File: src/hdl/avkf_pkg.sv
// ----------------------------------------------------------------------------
// avkf_pkg
// Shared types, constants and the micro-program of the altitude/velocity
// Kalman filter.
// ----------------------------------------------------------------------------
package avkf_pkg;

  localparam int FRAC_BITS_DEF = 16;
  // Working word: 48-bit covariance range plus headroom for one unclipped sum.
  localparam int DW = 50;
  localparam int MW = 48;
  localparam int CFG_IDX_W = 1;
  localparam int CFG_DATA_W = 32;

  localparam logic [CFG_IDX_W-1:0] CFG_PROC_NOISE = 1'b0;
  localparam logic [CFG_IDX_W-1:0] CFG_MEAS_NOISE = 1'b1;

  localparam logic [1:0] MODE_RESTART   = 2'd0;
  localparam logic [1:0] MODE_PRED_CORR = 2'd1;
  localparam logic [1:0] MODE_PRED_ONLY = 2'd2;

  typedef enum logic [3:0] {
    K_MUL, K_DIV, K_ADD48, K_SUB48, K_ADD32, K_ADDW, K_MOV, K_SKIPLE, K_CHKCOR, K_END
  } kind_t;

  // Codes below 16 address the register file; the rest select fixed sources.
  typedef enum logic [4:0] {
    SRC_ALT = 5'd0, SRC_VEL = 5'd1, SRC_P00 = 5'd2, SRC_P01 = 5'd3,
    SRC_P10 = 5'd4, SRC_P11 = 5'd5,
    SRC_T0 = 5'd6, SRC_T1 = 5'd7, SRC_T2 = 5'd8, SRC_T3 = 5'd9, SRC_T4 = 5'd10,
    SRC_T5 = 5'd11, SRC_T6 = 5'd12, SRC_T7 = 5'd13, SRC_T8 = 5'd14,
    SRC_DT = 5'd16, SRC_ACC = 5'd17, SRC_Z = 5'd18, SRC_QV = 5'd19, SRC_RV = 5'd20,
    SRC_HALF = 5'd21, SRC_QUARTER = 5'd22, SRC_ZERO = 5'd23, SRC_ONE = 5'd24
  } src_t;

  localparam int NREG = 15;

  typedef logic [5:0] pc_t;
  localparam pc_t PC_PREDICT = 6'd0;
  localparam pc_t PC_DONE    = 6'd48;
  localparam pc_t PC_RESTART = 6'd49;

  typedef struct packed {
    kind_t kind;
    src_t  dst;
    src_t  a;
    src_t  b;
  } uop_t;

  typedef struct packed {
    logic load;
    logic issue;
    logic publish;
    uop_t uop;
  } cmd_t;

  typedef struct packed {
    logic done;
    logic skip;
  } sts_t;

  typedef enum logic [2:0] {ST_FETCH, ST_WAIT, ST_RESULT, ST_IDLE} state_t;

  function automatic uop_t mk(kind_t k, src_t d, src_t a, src_t b);
    uop_t u;
    u.kind = k;
    u.dst  = d;
    u.a    = a;
    u.b    = b;
    return u;
  endfunction

  function automatic uop_t ucode(pc_t pc);
    uop_t u;
    unique case (pc)
      // Prediction.
      6'd0:  u = mk(K_MUL,   SRC_T0,  SRC_DT,  SRC_DT);
      6'd1:  u = mk(K_MUL,   SRC_T1,  SRC_T0,  SRC_DT);
      6'd2:  u = mk(K_MUL,   SRC_T2,  SRC_T1,  SRC_DT);
      6'd3:  u = mk(K_MUL,   SRC_T3,  SRC_ACC, SRC_DT);
      6'd4:  u = mk(K_MUL,   SRC_T4,  SRC_VEL, SRC_DT);
      6'd5:  u = mk(K_MUL,   SRC_T5,  SRC_T3,  SRC_DT);
      6'd6:  u = mk(K_MUL,   SRC_T5,  SRC_T5,  SRC_HALF);
      6'd7:  u = mk(K_ADDW,  SRC_T4,  SRC_ALT, SRC_T4);
      6'd8:  u = mk(K_ADD32, SRC_ALT, SRC_T4,  SRC_T5);
      6'd9:  u = mk(K_ADD32, SRC_VEL, SRC_VEL, SRC_T3);
      6'd10: u = mk(K_MUL,   SRC_T6,  SRC_DT,  SRC_P10);
      6'd11: u = mk(K_ADD48, SRC_T6,  SRC_P00, SRC_T6);
      6'd12: u = mk(K_MUL,   SRC_T7,  SRC_DT,  SRC_P11);
      6'd13: u = mk(K_ADD48, SRC_T7,  SRC_P01, SRC_T7);
      6'd14: u = mk(K_MUL,   SRC_T8,  SRC_P11, SRC_DT);
      6'd15: u = mk(K_ADD48, SRC_P10, SRC_P10, SRC_T8);
      6'd16: u = mk(K_MUL,   SRC_T8,  SRC_T7,  SRC_DT);
      6'd17: u = mk(K_ADD48, SRC_P00, SRC_T6,  SRC_T8);
      6'd18: u = mk(K_MOV,   SRC_P01, SRC_T7,  SRC_ZERO);
      6'd19: u = mk(K_MUL,   SRC_T8,  SRC_QUARTER, SRC_T2);
      6'd20: u = mk(K_MUL,   SRC_T8,  SRC_T8,  SRC_QV);
      6'd21: u = mk(K_ADD48, SRC_P00, SRC_P00, SRC_T8);
      6'd22: u = mk(K_MUL,   SRC_T8,  SRC_HALF, SRC_T1);
      6'd23: u = mk(K_MUL,   SRC_T8,  SRC_T8,  SRC_QV);
      6'd24: u = mk(K_ADD48, SRC_P01, SRC_P01, SRC_T8);
      6'd25: u = mk(K_ADD48, SRC_P10, SRC_P10, SRC_T8);
      6'd26: u = mk(K_MUL,   SRC_T8,  SRC_T0,  SRC_QV);
      6'd27: u = mk(K_ADD48, SRC_P11, SRC_P11, SRC_T8);
      6'd28: u = mk(K_CHKCOR, SRC_T0, SRC_ZERO, SRC_ZERO);
      // Correction.
      6'd29: u = mk(K_SUB48, SRC_T0,  SRC_Z,   SRC_ALT);
      6'd30: u = mk(K_ADD48, SRC_T1,  SRC_P00, SRC_RV);
      6'd31: u = mk(K_SKIPLE, SRC_T1, SRC_T1,  SRC_ZERO);
      6'd32: u = mk(K_DIV,   SRC_T2,  SRC_P00, SRC_T1);
      6'd33: u = mk(K_DIV,   SRC_T3,  SRC_P10, SRC_T1);
      6'd34: u = mk(K_MUL,   SRC_T4,  SRC_T2,  SRC_T0);
      6'd35: u = mk(K_ADD32, SRC_ALT, SRC_ALT, SRC_T4);
      6'd36: u = mk(K_MUL,   SRC_T4,  SRC_T3,  SRC_T0);
      6'd37: u = mk(K_ADD32, SRC_VEL, SRC_VEL, SRC_T4);
      6'd38: u = mk(K_MUL,   SRC_T4,  SRC_T2,  SRC_P00);
      6'd39: u = mk(K_SUB48, SRC_T5,  SRC_P00, SRC_T4);
      6'd40: u = mk(K_MUL,   SRC_T4,  SRC_T2,  SRC_P01);
      6'd41: u = mk(K_SUB48, SRC_T6,  SRC_P01, SRC_T4);
      6'd42: u = mk(K_MUL,   SRC_T4,  SRC_T3,  SRC_P00);
      6'd43: u = mk(K_SUB48, SRC_P10, SRC_P10, SRC_T4);
      6'd44: u = mk(K_MUL,   SRC_T4,  SRC_T3,  SRC_P01);
      6'd45: u = mk(K_SUB48, SRC_P11, SRC_P11, SRC_T4);
      6'd46: u = mk(K_MOV,   SRC_P00, SRC_T5,  SRC_ZERO);
      6'd47: u = mk(K_MOV,   SRC_P01, SRC_T6,  SRC_ZERO);
      6'd48: u = mk(K_END,   SRC_T0,  SRC_ZERO, SRC_ZERO);
      // Restart.
      6'd49: u = mk(K_MOV,   SRC_ALT, SRC_Z,    SRC_ZERO);
      6'd50: u = mk(K_MOV,   SRC_VEL, SRC_ZERO, SRC_ZERO);
      6'd51: u = mk(K_MOV,   SRC_P00, SRC_ONE,  SRC_ZERO);
      6'd52: u = mk(K_MOV,   SRC_P01, SRC_ZERO, SRC_ZERO);
      6'd53: u = mk(K_MOV,   SRC_P10, SRC_ZERO, SRC_ZERO);
      6'd54: u = mk(K_MOV,   SRC_P11, SRC_ONE,  SRC_ZERO);
      default: u = mk(K_END, SRC_T0,  SRC_ZERO, SRC_ZERO);
    endcase
    return u;
  endfunction

endpackage

File: src/hdl/avkf_if.sv
// ----------------------------------------------------------------------------
// avkf_in_if / avkf_out_if
// Valid/ready channels for filter samples and filter results.
// ----------------------------------------------------------------------------
interface avkf_in_if;
  logic               valid;
  logic               ready;
  logic [1:0]         mode;
  logic signed [31:0] vertical_accel;
  logic signed [31:0] altitude_sample;
  logic [15:0]        time_step;

  modport source(output valid, mode, vertical_accel, altitude_sample, time_step,
                 input ready);
  modport sink(input valid, mode, vertical_accel, altitude_sample, time_step,
               output ready);
endinterface

interface avkf_out_if;
  logic               valid;
  logic               ready;
  logic signed [31:0] altitude_estimate;
  logic signed [31:0] velocity_estimate;
  logic [31:0]        altitude_uncertainty;
  logic               saturated;

  modport source(output valid, altitude_estimate, velocity_estimate,
                 altitude_uncertainty, saturated, input ready);
  modport sink(input valid, altitude_estimate, velocity_estimate,
               altitude_uncertainty, saturated, output ready);
endinterface

File: src/hdl/avkf_datapath.sv
// ----------------------------------------------------------------------------
// avkf_datapath
// Register file, shared multiplier, restoring divider and saturating adder.
// ----------------------------------------------------------------------------
module avkf_datapath #(
  parameter int FRAC_BITS = avkf_pkg::FRAC_BITS_DEF
) (
  input  logic                                clk,
  input  logic                                rst_n,
  input  avkf_pkg::cmd_t                      cmd,
  output avkf_pkg::sts_t                      sts,
  input  logic                                cfg_we,
  input  logic [avkf_pkg::CFG_IDX_W-1:0]      cfg_index,
  input  logic [avkf_pkg::CFG_DATA_W-1:0]     cfg_wdata,
  input  logic signed [31:0]                  in_accel,
  input  logic signed [31:0]                  in_sample,
  input  logic [15:0]                         in_dt,
  output logic signed [31:0]                  out_alt,
  output logic signed [31:0]                  out_vel,
  output logic [31:0]                         out_unc,
  output logic                                out_sat
);

  localparam int DW = avkf_pkg::DW;
  localparam int MW = avkf_pkg::MW;
  localparam int PW = 2 * MW;
  localparam int RW = PW + 1;
  localparam int QW = MW + FRAC_BITS;
  localparam int CW = $clog2(QW + 2);
  localparam int HW = MW / 2;

  localparam logic [DW-1:0] C_ONE     = {{(DW-1){1'b0}}, 1'b1} << FRAC_BITS;
  localparam logic [DW-1:0] C_HALF    = {{(DW-1){1'b0}}, 1'b1} << (FRAC_BITS - 1);
  localparam logic [DW-1:0] C_QUARTER = {{(DW-1){1'b0}}, 1'b1} << (FRAC_BITS - 2);
  localparam logic [RW-1:0] RND_ADD   = {{(RW-1){1'b0}}, 1'b1} << (FRAC_BITS - 1);
  localparam logic [RW-1:0] LIM_POS   = {{(RW-MW+1){1'b0}}, {(MW-1){1'b1}}};
  localparam logic [RW-1:0] LIM_NEG   = {{(RW-MW){1'b0}}, 1'b1, {(MW-1){1'b0}}};
  localparam logic [CW-1:0] MUL_LAST  = CW'(4);
  localparam logic [CW-1:0] DIV_LAST  = CW'(QW + 1);

  logic signed [DW-1:0] mem [avkf_pkg::NREG];

  logic [DW-1:0]  rda_r, rdb_r, opa, opb;
  avkf_pkg::uop_t uop_r;
  logic           busy_r;
  logic [CW-1:0]  cnt_r;
  logic [PW-1:0]  acc_r;
  logic [MW:0]    rem_r;
  logic [QW-1:0]  dd_r, q_r;
  logic           clip_r;
  logic [31:0]    qv_r, rv_r;
  logic [31:0]    accel_r, z_r;
  logic [15:0]    dt_r;
  logic [31:0]    alt_r, vel_r;
  logic [MW-1:0]  p00_r;
  logic [31:0]    out_alt_r, out_vel_r, out_unc_r;
  logic           out_sat_r;

  function automatic logic [DW-1:0] pick(avkf_pkg::src_t s, logic [DW-1:0] rd,
                                         logic [15:0] dt, logic [31:0] ac,
                                         logic [31:0] z, logic [31:0] qv,
                                         logic [31:0] rv);
    logic [DW-1:0] v;
    case (s)
      avkf_pkg::SRC_DT:      v = {{(DW-16){1'b0}}, dt};
      avkf_pkg::SRC_ACC:     v = {{(DW-32){ac[31]}}, ac};
      avkf_pkg::SRC_Z:       v = {{(DW-32){z[31]}}, z};
      avkf_pkg::SRC_QV:      v = {{(DW-32){1'b0}}, qv};
      avkf_pkg::SRC_RV:      v = {{(DW-32){1'b0}}, rv};
      avkf_pkg::SRC_HALF:    v = C_HALF;
      avkf_pkg::SRC_QUARTER: v = C_QUARTER;
      avkf_pkg::SRC_ZERO:    v = '0;
      avkf_pkg::SRC_ONE:     v = C_ONE;
      default:               v = rd;
    endcase
    return v;
  endfunction

  // Clip a magnitude to the 48-bit signed range and reapply the sign.
  function automatic logic [DW:0] sres(logic [RW-1:0] r, logic neg);
    logic [RW-1:0] lim;
    logic [RW-1:0] m;
    logic [DW-1:0] v;
    logic          c;
    lim = neg ? LIM_NEG : LIM_POS;
    c   = r > lim;
    m   = c ? lim : r;
    v   = {{(DW-MW){1'b0}}, m[MW-1:0]};
    return {c, neg ? (~v + 1'b1) : v};
  endfunction

  function automatic logic [DW:0] sat(logic [DW:0] x, logic to32);
    logic signed [DW:0] sx;
    logic signed [DW:0] hi;
    logic signed [DW:0] lo;
    sx = x;
    hi = to32 ? (DW+1)'(64'sd2147483647) : (DW+1)'(64'sd140737488355327);
    lo = to32 ? (DW+1)'(-64'sd2147483648) : (DW+1)'(-64'sd140737488355328);
    if (sx > hi) begin
      return {1'b1, hi[DW-1:0]};
    end else if (sx < lo) begin
      return {1'b1, lo[DW-1:0]};
    end
    return {1'b0, x[DW-1:0]};
  endfunction

  assign opa = pick(uop_r.a, rda_r, dt_r, accel_r, z_r, qv_r, rv_r);
  assign opb = pick(uop_r.b, rdb_r, dt_r, accel_r, z_r, qv_r, rv_r);

  logic [DW-1:0]  ma_full, mb_full;
  logic [MW-1:0]  ma, mb;
  logic [HW-1:0]  a_ch, b_ch;
  logic [MW-1:0]  pp;
  logic [PW-1:0]  pp_add;
  logic [RW-1:0]  rnd;
  logic [MW:0]    rem_sh;
  logic           ge;
  logic [DW:0]    sum_a, sum_s;
  logic           last;
  logic [DW:0]    res;

  always_comb begin
    ma_full = opa[DW-1] ? (~opa + 1'b1) : opa;
    mb_full = opb[DW-1] ? (~opb + 1'b1) : opb;
    ma      = ma_full[MW-1:0];
    mb      = mb_full[MW-1:0];
    a_ch    = cnt_r[1] ? ma[MW-1:HW] : ma[HW-1:0];
    b_ch    = cnt_r[0] ? mb[MW-1:HW] : mb[HW-1:0];
    pp      = a_ch * b_ch;
    unique case ({cnt_r[1], cnt_r[0]})
      2'b00:         pp_add = {{(PW-MW){1'b0}}, pp};
      2'b01, 2'b10:  pp_add = {{(PW-MW){1'b0}}, pp} << HW;
      default:       pp_add = {{(PW-MW){1'b0}}, pp} << MW;
    endcase
    rnd    = ({1'b0, acc_r} + RND_ADD) >> FRAC_BITS;
    rem_sh = {rem_r[MW-1:0], dd_r[QW-1]};
    ge     = rem_sh >= opb[MW:0];
    sum_a  = {opa[DW-1], opa} + {opb[DW-1], opb};
    sum_s  = {opa[DW-1], opa} - {opb[DW-1], opb};
  end

  always_comb begin
    unique case (uop_r.kind)
      avkf_pkg::K_MUL: begin
        last = cnt_r == MUL_LAST;
        res  = sres(rnd, opa[DW-1] ^ opb[DW-1]);
      end
      avkf_pkg::K_DIV: begin
        last = cnt_r == DIV_LAST;
        res  = sres({{(RW-QW){1'b0}}, q_r}, opa[DW-1]);
      end
      avkf_pkg::K_ADD48: begin
        last = cnt_r == '0;
        res  = sat(sum_a, 1'b0);
      end
      avkf_pkg::K_SUB48: begin
        last = cnt_r == '0;
        res  = sat(sum_s, 1'b0);
      end
      avkf_pkg::K_ADD32: begin
        last = cnt_r == '0;
        res  = sat(sum_a, 1'b1);
      end
      avkf_pkg::K_ADDW: begin
        last = cnt_r == '0;
        res  = {1'b0, sum_a[DW-1:0]};
      end
      default: begin
        last = cnt_r == '0;
        res  = {1'b0, opa};
      end
    endcase
    sts.done = busy_r && last;
    sts.skip = (uop_r.kind == avkf_pkg::K_SKIPLE) && (opa[DW-1] || (opa == '0));
  end

  // Register file: one write port, two registered reads.
  always_ff @(posedge clk) begin
    if (cmd.issue) begin
      rda_r <= mem[cmd.uop.a[3:0]];
      rdb_r <= mem[cmd.uop.b[3:0]];
    end
    if (sts.done && (uop_r.kind != avkf_pkg::K_SKIPLE)) begin
      mem[uop_r.dst[3:0]] <= res[DW-1:0];
    end
  end

  always_ff @(posedge clk) begin
    if (!rst_n) begin
      busy_r <= 1'b0;
      clip_r <= 1'b0;
      qv_r   <= 32'(C_ONE);
      rv_r   <= 32'(C_ONE);
      z_r    <= '0;
    end else begin
      if (cfg_we) begin
        unique case (cfg_index)
          avkf_pkg::CFG_PROC_NOISE: qv_r <= cfg_wdata;
          avkf_pkg::CFG_MEAS_NOISE: rv_r <= cfg_wdata;
          default: ;
        endcase
      end
      if (cmd.load) begin
        z_r    <= in_sample;
        clip_r <= 1'b0;
      end else if (sts.done && res[DW]) begin
        clip_r <= 1'b1;
      end
      if (cmd.issue) begin
        busy_r <= 1'b1;
      end else if (sts.done) begin
        busy_r <= 1'b0;
      end
    end
  end

  always_ff @(posedge clk) begin
    if (cmd.load) begin
      accel_r <= in_accel;
      dt_r    <= in_dt;
    end
    if (cmd.issue) begin
      uop_r <= cmd.uop;
      cnt_r <= '0;
      acc_r <= '0;
    end else if (busy_r && !last) begin
      cnt_r <= cnt_r + 1'b1;
      if (uop_r.kind == avkf_pkg::K_MUL) begin
        acc_r <= acc_r + pp_add;
      end
      if (uop_r.kind == avkf_pkg::K_DIV) begin
        if (cnt_r == '0) begin
          rem_r <= '0;
          q_r   <= '0;
          dd_r  <= {ma, {FRAC_BITS{1'b0}}};
        end else begin
          rem_r <= ge ? (rem_sh - opb[MW:0]) : rem_sh;
          q_r   <= {q_r[QW-2:0], ge};
          dd_r  <= {dd_r[QW-2:0], 1'b0};
        end
      end
    end
    if (sts.done && (uop_r.kind != avkf_pkg::K_SKIPLE)) begin
      if (uop_r.dst == avkf_pkg::SRC_ALT) alt_r <= res[31:0];
      if (uop_r.dst == avkf_pkg::SRC_VEL) vel_r <= res[31:0];
      if (uop_r.dst == avkf_pkg::SRC_P00) p00_r <= res[MW-1:0];
    end
    if (cmd.publish) begin
      out_alt_r <= alt_r;
      out_vel_r <= vel_r;
      out_sat_r <= clip_r;
      if (p00_r[MW-1]) begin
        out_unc_r <= '0;
      end else if (|p00_r[MW-2:32]) begin
        out_unc_r <= '1;
      end else begin
        out_unc_r <= p00_r[31:0];
      end
    end
  end

  assign out_alt = out_alt_r;
  assign out_vel = out_vel_r;
  assign out_unc = out_unc_r;
  assign out_sat = out_sat_r;

endmodule

File: src/hdl/avkf_ctrl.sv
// ----------------------------------------------------------------------------
// avkf_ctrl
// Sequencer that walks the micro-program and runs the channel handshakes.
// ----------------------------------------------------------------------------
module avkf_ctrl (
  input  logic           clk,
  input  logic           rst_n,
  input  logic           in_valid,
  output logic           in_ready,
  input  logic [1:0]     in_mode,
  output logic           out_valid,
  input  logic           out_ready,
  output avkf_pkg::cmd_t cmd,
  input  avkf_pkg::sts_t sts
);

  avkf_pkg::state_t state_r, state_nxt;
  avkf_pkg::pc_t    pc_r, pc_nxt;
  logic [1:0]       mode_r, mode_nxt;
  logic             init_r, init_nxt;
  logic             out_valid_r, out_valid_nxt;
  avkf_pkg::uop_t   uop;
  logic             slot_free;

  assign uop       = avkf_pkg::ucode(pc_r);
  assign slot_free = !out_valid_r || out_ready;

  always_ff @(posedge clk) begin
    if (!rst_n) begin
      state_r     <= avkf_pkg::ST_FETCH;
      pc_r        <= avkf_pkg::PC_RESTART;
      mode_r      <= avkf_pkg::MODE_RESTART;
      init_r      <= 1'b1;
      out_valid_r <= 1'b0;
    end else begin
      state_r     <= state_nxt;
      pc_r        <= pc_nxt;
      mode_r      <= mode_nxt;
      init_r      <= init_nxt;
      out_valid_r <= out_valid_nxt;
    end
  end

  always_comb begin
    state_nxt     = state_r;
    pc_nxt        = pc_r;
    mode_nxt      = mode_r;
    init_nxt      = init_r;
    out_valid_nxt = out_valid_r && !out_ready;
    unique case (state_r)
      avkf_pkg::ST_IDLE: begin
        if (in_valid) begin
          mode_nxt  = in_mode;
          state_nxt = avkf_pkg::ST_FETCH;
          unique case (in_mode)
            avkf_pkg::MODE_RESTART:   pc_nxt = avkf_pkg::PC_RESTART;
            avkf_pkg::MODE_PRED_CORR: pc_nxt = avkf_pkg::PC_PREDICT;
            avkf_pkg::MODE_PRED_ONLY: pc_nxt = avkf_pkg::PC_PREDICT;
            default:                  pc_nxt = avkf_pkg::PC_DONE;
          endcase
        end
      end
      avkf_pkg::ST_FETCH: begin
        priority if (uop.kind == avkf_pkg::K_END) begin
          init_nxt  = 1'b0;
          state_nxt = init_r ? avkf_pkg::ST_IDLE : avkf_pkg::ST_RESULT;
        end else if (uop.kind == avkf_pkg::K_CHKCOR) begin
          pc_nxt = (mode_r == avkf_pkg::MODE_PRED_CORR) ? pc_r + 1'b1
                                                        : avkf_pkg::PC_DONE;
        end else begin
          state_nxt = avkf_pkg::ST_WAIT;
        end
      end
      avkf_pkg::ST_WAIT: begin
        if (sts.done) begin
          pc_nxt    = sts.skip ? avkf_pkg::PC_DONE : pc_r + 1'b1;
          state_nxt = avkf_pkg::ST_FETCH;
        end
      end
      avkf_pkg::ST_RESULT: begin
        if (slot_free) begin
          out_valid_nxt = 1'b1;
          state_nxt     = avkf_pkg::ST_IDLE;
        end
      end
      default: state_nxt = avkf_pkg::ST_IDLE;
    endcase
  end

  always_comb begin
    in_ready    = state_r == avkf_pkg::ST_IDLE;
    out_valid   = out_valid_r;
    cmd.uop     = uop;
    cmd.load    = (state_r == avkf_pkg::ST_IDLE) && in_valid;
    cmd.issue   = (state_r == avkf_pkg::ST_FETCH) && (uop.kind != avkf_pkg::K_END)
                  && (uop.kind != avkf_pkg::K_CHKCOR);
    cmd.publish = (state_r == avkf_pkg::ST_RESULT) && slot_free;
  end

endmodule

File: src/hdl/altitude_velocity_kalman_filter.sv
// ----------------------------------------------------------------------------
// altitude_velocity_kalman_filter
// Two-state fixed-point Kalman filter for altitude and vertical velocity.
// ----------------------------------------------------------------------------
//
//  Channel   Direction  Handshake      Contents
//  in_chan   sink       valid/ready    mode, vertical_accel, altitude_sample,
//                                      time_step
//  out_chan  source     valid/ready    altitude_estimate, velocity_estimate,
//                                      altitude_uncertainty, saturated
//  cfg_*     write      cfg_we         process (0) / measurement (1) noise
//
// One sample is processed at a time. The cost is set by the shared multiplier,
// which builds each product from four 24 by 24 bit partial products, and by
// the restoring divider, which produces one gain bit per cycle.
// After reset the sequencer runs the restart program once to load the
// initial state; in_chan.ready stays low until it is done.
// A finished result sits in the output register until its transfer, while
// the next sample is already being taken in.
//
module altitude_velocity_kalman_filter #(
  parameter int FRAC_BITS = avkf_pkg::FRAC_BITS_DEF
) (
  input  logic                             clk,
  input  logic                             rst_n,
  avkf_in_if.sink                          in_chan,
  avkf_out_if.source                       out_chan,
  input  logic                             cfg_we,
  input  logic [avkf_pkg::CFG_IDX_W-1:0]   cfg_index,
  input  logic [avkf_pkg::CFG_DATA_W-1:0]  cfg_wdata
);

  avkf_pkg::cmd_t cmd;
  avkf_pkg::sts_t sts;

  // The controller owns the handshakes and the micro-program counter.
  avkf_ctrl u_ctrl (
    .clk       (clk),
    .rst_n     (rst_n),
    .in_valid  (in_chan.valid),
    .in_ready  (in_chan.ready),
    .in_mode   (in_chan.mode),
    .out_valid (out_chan.valid),
    .out_ready (out_chan.ready),
    .cmd       (cmd),
    .sts       (sts)
  );

  // The datapath holds the state, the covariance and the noise registers.
  avkf_datapath #(
    .FRAC_BITS (FRAC_BITS)
  ) u_dp (
    .clk       (clk),
    .rst_n     (rst_n),
    .cmd       (cmd),
    .sts       (sts),
    .cfg_we    (cfg_we),
    .cfg_index (cfg_index),
    .cfg_wdata (cfg_wdata),
    .in_accel  (in_chan.vertical_accel),
    .in_sample (in_chan.altitude_sample),
    .in_dt     (in_chan.time_step),
    .out_alt   (out_chan.altitude_estimate),
    .out_vel   (out_chan.velocity_estimate),
    .out_unc   (out_chan.altitude_uncertainty),
    .out_sat   (out_chan.saturated)
  );

endmodule

File: src/flat_wrapper.sv
// flat-port wrapper written by rule: the top's interface ports become plain ports
module altitude_velocity_kalman_filter_flat 
#(
  parameter int FRAC_BITS = avkf_pkg::FRAC_BITS_DEF
)
  (clk, rst_n, cfg_we, cfg_index, cfg_wdata, in_chan_valid, in_chan_mode, in_chan_vertical_accel, in_chan_altitude_sample, in_chan_time_step, in_chan_ready, out_chan_valid, out_chan_altitude_estimate, out_chan_velocity_estimate, out_chan_altitude_uncertainty, out_chan_saturated, out_chan_ready);
  avkf_in_if in_chan_i ();
  avkf_out_if out_chan_i ();
  input  logic clk;
  input  logic rst_n;
  input  logic cfg_we;
  input  logic [avkf_pkg::CFG_IDX_W-1:0] cfg_index;
  input  logic [avkf_pkg::CFG_DATA_W-1:0] cfg_wdata;
  input wire logic [$bits(in_chan_i.valid)-1:0] in_chan_valid;
  input wire logic [$bits(in_chan_i.mode)-1:0] in_chan_mode;
  input wire logic [$bits(in_chan_i.vertical_accel)-1:0] in_chan_vertical_accel;
  input wire logic [$bits(in_chan_i.altitude_sample)-1:0] in_chan_altitude_sample;
  input wire logic [$bits(in_chan_i.time_step)-1:0] in_chan_time_step;
  output wire logic [$bits(in_chan_i.ready)-1:0] in_chan_ready;
  output wire logic [$bits(out_chan_i.valid)-1:0] out_chan_valid;
  output wire logic [$bits(out_chan_i.altitude_estimate)-1:0] out_chan_altitude_estimate;
  output wire logic [$bits(out_chan_i.velocity_estimate)-1:0] out_chan_velocity_estimate;
  output wire logic [$bits(out_chan_i.altitude_uncertainty)-1:0] out_chan_altitude_uncertainty;
  output wire logic [$bits(out_chan_i.saturated)-1:0] out_chan_saturated;
  input wire logic [$bits(out_chan_i.ready)-1:0] out_chan_ready;
  assign in_chan_i.valid = in_chan_valid;
  assign in_chan_i.mode = in_chan_mode;
  assign in_chan_i.vertical_accel = in_chan_vertical_accel;
  assign in_chan_i.altitude_sample = in_chan_altitude_sample;
  assign in_chan_i.time_step = in_chan_time_step;
  assign in_chan_ready = in_chan_i.ready;
  assign out_chan_valid = out_chan_i.valid;
  assign out_chan_altitude_estimate = out_chan_i.altitude_estimate;
  assign out_chan_velocity_estimate = out_chan_i.velocity_estimate;
  assign out_chan_altitude_uncertainty = out_chan_i.altitude_uncertainty;
  assign out_chan_saturated = out_chan_i.saturated;
  assign out_chan_i.ready = out_chan_ready;
  altitude_velocity_kalman_filter #(.FRAC_BITS(FRAC_BITS)) u_core (.clk(clk), .rst_n(rst_n), .in_chan(in_chan_i), .out_chan(out_chan_i), .cfg_we(cfg_we), .cfg_index(cfg_index), .cfg_wdata(cfg_wdata));
endmodule
File: config.mk
export PLATFORM = sky130hd
export DESIGN_NAME = altitude_velocity_kalman_filter_flat
export DESIGN_NICKNAME = d
export VERILOG_FILES = /design/src/hdl/avkf_pkg.sv /design/src/hdl/avkf_if.sv /design/src/hdl/avkf_datapath.sv /design/src/hdl/avkf_ctrl.sv /design/src/hdl/altitude_velocity_kalman_filter.sv /design/src/flat_wrapper.sv
export SDC_FILE = /design/constraint.sdc
export NUM_CORES = 2
export LEC_CHECK = 0
export ABC_AREA = 1
export BUFFER_PORTS_ARGS = -buffer_cell sky130_fd_sc_hd__buf_2
export CORE_UTILIZATION = 40
export DETAILED_ROUTE_END_ITERATION = 16
export PLACE_DENSITY = 0.54
export SYNTH_ARGS = -nofsm -noshare
export SYNTH_HDL_FRONTEND = slang
export SYNTH_HIERARCHICAL = 1
export SYNTH_SLANG_ARGS = --single-unit
File: constraint.sdc
create_clock -name clk -period 30.7 [get_ports clk]
set_input_delay 0 -clock clk [delete_from_list [all_inputs] [get_ports clk]]
set_output_delay 0 -clock clk [all_outputs]
set_load 0.02 [all_outputs]
==> results.json <==
{
  "status": "completed",
  "grt_use_total_pct": 34.41,
  "synth_edf_count": 1286,
  "gp_congestion": 1.098,
  "port_buffers": 218,
  "synthAdderAreaFrac_pct": 13.99,
  "cts_buffer_depth": 4,
  "path_clk_slew_ps": 60,
  "syn_area_um2": 117000,
  "fillers": 29400,
  "start_kind": "flop",
  "avgRoutedWirePerCell_um": 27.03,
  "cp.arrival_ps": 16780,
  "ys_seq_area_share_pct": 36.94,
  "hold_violations": 0,
  "synth_top_family_by_area": "simple AND/OR/NAND/NOR gates",
  "yosys.area.top_type": "edfxtp_1",
  "drt_wl_total_um": 519000,
  "setup_viol": 0,
  "multi_input_area_um2": 63510,
  "synthXorXnorAreaFrac_pct": 2.454,
  "drive_gt1_share_pct": 6.907,
  "ys_types": 72,
  "grt_pass1_wl_um": 741200,
  "synth-async-reset-ratio_pct": 0,
  "cts-root-buf": "clkbuf_16",
  "cts_resized": 0,
  "vias_per_cell": 5.777,
  "grt_max_degree": 176,
  "slowest_delay_ps": 800,
  "setup_tns_ps": 0,
  "seq_area_um2": 43270,
  "row_count": 198,
  "placed_cell_area_um2": 122700,
  "grt_pass1_vias": 105400,
  "dieArea_um2": 294800,
  "grt_antenna_before_repair": 14,
  "max_cap_violations": 0,
  "cts_num_sinks": 1517,
  "setup_slack_ps": 14690,
  "rsz0062_at_grt": "false",
  "relSlewSlack_pct": 7.810,
  "min_period_over_period_pct": 52.14,
  "finalMaxSlewViolations": 0,
  "endpoint_kind": "flop",
  "worst_slew_pin_slew_ps": 1372,
  "skew_ps": 89.54,
  "yosysWarnings": 6,
  "io_pins": 219,
  "required_ps": 31470,
  "first_pass_iters": 8,
  "period_minus_slack_ps": 16010,
  "cts_tree": "done",
  "dr_total_vias": 110900,
  "drtIter0Drc": 11990,
  "cp_slowest_cell": "nand2_1",
  "cts-buffers-inserted": 175,
  "synthTopCellsByArea": "edfxtp_1 (33%), nand2_1 (8.3%), fa_1 (8.3%)",
  "syn_nets": 16090,
  "critPathKind": "flop to flop",
  "synthCells": 14960,
  "synth_ff_type": "edfxtp_1",
  "syn_area_per_cell_um2": 7.827,
  "worstPathMaxFanout": 36,
  "yosys.area.top_type_share_pct": 32.99,
  "area.growth.synth_to_final_pct": 11.52,
  "final_area_um2": 130500,
  "clock_latency_ps": 910,
  "die_h_um": 542.9,
  "synthSimpleGateAreaFrac_pct": 19.68,
  "yosys-mux-area-fraction_pct": 0,
  "max_freq_mhz": 62.48,
  "hold_class": "input port to flop",
  "dp_hpwl_um": 387100,
  "dp_worst_setup_slack_ps": 15100,
  "synth_compound_area_share_pct": 17.81,
  "coreArea_um2": 291100,
  "drtAntennaViolNets": 0,
  "cts_max_level": 4,
  "drc": 0,
  "initial_core_util_pct": 40.21,
  "grt_overflow_total": 0,
  "fin_nets": 16290,
  "yosys_register_bits": 1517,
  "die_w_um": 542.9
}
-- what timing repair did --
| action | CTS | global route |
|---|---|---|
| buffers inserted | 0 | 0 |
| hold buffers | 211 | 0 |
| hold endpoints to repair | 173 | 0 |
-- final timing paths --
| path | slack (ps) | to | cells after the start | start |
|---|---|---|---|---|
| max | 14690 | u_core/u_dp/acc_r[95]$_SDFFE_PP0P_ | 57 | u_core/u_dp/uop_r[1]$_DFFE_PP_ |
| max reg2reg | 14690 | u_core/u_dp/acc_r[95]$_SDFFE_PP0P_ | 57 | u_core/u_dp/uop_r[1]$_DFFE_PP_ |
| min | 20 | u_core/u_dp/z_r[31]$_SDFFE_PN0P_ | 4 | in_chan_altitude_sample[31] |
| min reg2reg | 400 | u_core/u_dp/uop_r[10]$_DFFE_PP_ | 0 | u_core/u_ctrl/uop[10]$_DFF_P_ |
-- stage by stage --
stage          std cells  hold slack (ps)  utilization (%)
6_report           19200            23.68            44.84
5_1_grt            19190            22.03            44.83
4_1_cts            19190           0.6740            44.82
3_5_place_dp       18660            178.3            42.14
3_3_place_gp       18660            178.1            42.14
2_1_floorplan      14960            98.87                -
-- registers in the layout, indices dropped and copies added, names as in the netlist, 18 cells and up --
name / cells
u_core/u_dp/out_alt: 32
u_core/u_dp/out_unc: 32
u_core/u_dp/rv_r: 32
u_core/u_dp/rdb_r: 50
u_core/u_ctrl/uop: 18
u_core/u_dp/vel_r: 32
u_core/u_dp/rda_r: 50
u_core/u_dp/acc_r: 96
u_core/u_dp/z_r: 32
u_core/u_dp/alt_r: 32
u_core/u_dp/accel_r: 32
u_core/u_dp/qv_r: 32
u_core/u_dp/p00_r: 48
u_core/u_dp/uop_r: 19
u_core/u_dp/rem_r: 48
u_core/u_dp/mem: 750
u_core/u_dp/q_r: 64
u_core/u_dp/dd_r: 48
u_core/u_dp/out_vel: 32
-- per-layer routing --
metal  wire [um]  track usage [%]
met1      204300            43.47
met2      233000            54.76
met3       41350            5.170
met4       40280            22.50
met5          59                0
-- cell usage in the layout (no fill, tap or decap), types with 238 or more instances in the layout --
master / count
a21oi_1: 1285
buf_4: 268
edfxtp_1: 1286
fa_1: 486
ha_1: 530
inv_1: 2014
nand2_1: 2598
nand3_1: 633
nor2_1: 1763
o21ai_0: 1726
xor2_1: 238
-- area by class of cell --
| type | count | area share (%) |
|---|---|---|
| Antenna cell | 13 | 0.02492 |
| Inverter | 2076 | 5.995 |
| Multi-Input combinational cell | 10680 | 48.66 |
| Clock buffer | 210 | 3.503 |
| Tap cell | 3900 | 3.739 |
| Sequential cell | 1517 | 33.15 |
| Clock inverter | 103 | 0.8704 |
| Timing Repair Buffer | 701 | 4.062 |
-- worst max-delay path: cells and delay by family, from the launching register on --
family          cells  cell delay, ps
simple gates       22            5020
xor+xnor            1             770
flops               1             420
buf+inv             8            1650
compound gates     17            3380
fa+ha+maj           9            4640
-- synthesized netlist by cell type, types with 33 or more instances --
library cell and instances:
o21ai_1 54, nand3_1 635, xnor2_1 90, or2_2 34, fa_1 486, o21bai_1 37
nand4_1 129, dfxtp_1 231, inv_1 2019, nand3b_1 33, o221ai_1 68, inv_2 45
buf_2 123, a31oi_1 77, a221oi_1 36, nor3_1 121, edfxtp_1 1286, o21ai_0 1736
ha_1 531, o211ai_1 148, buf_1 52, nand2_1 2598, o21a_1 50, nor2_1 1785
o22ai_1 178, nor2_2 40, a21oi_1 1301, xor2_1 238, clkbuf_1 474, nor4_1 35
-- kinds of logic after synthesis --
kind of cell / Yosys count
adder cells (fa/ha/maj): 1017
AO/OA/AOI/OAI: 3817
other: 1
flip-flops: 1517
AND/OR/NAND/NOR: 5519
XOR/XNOR: 328
buffers and inverters: 2756
Power is left out: the tool's default activity adds up to more than one toggle a clock period on the data nets, which glitch-free logic cannot reach.
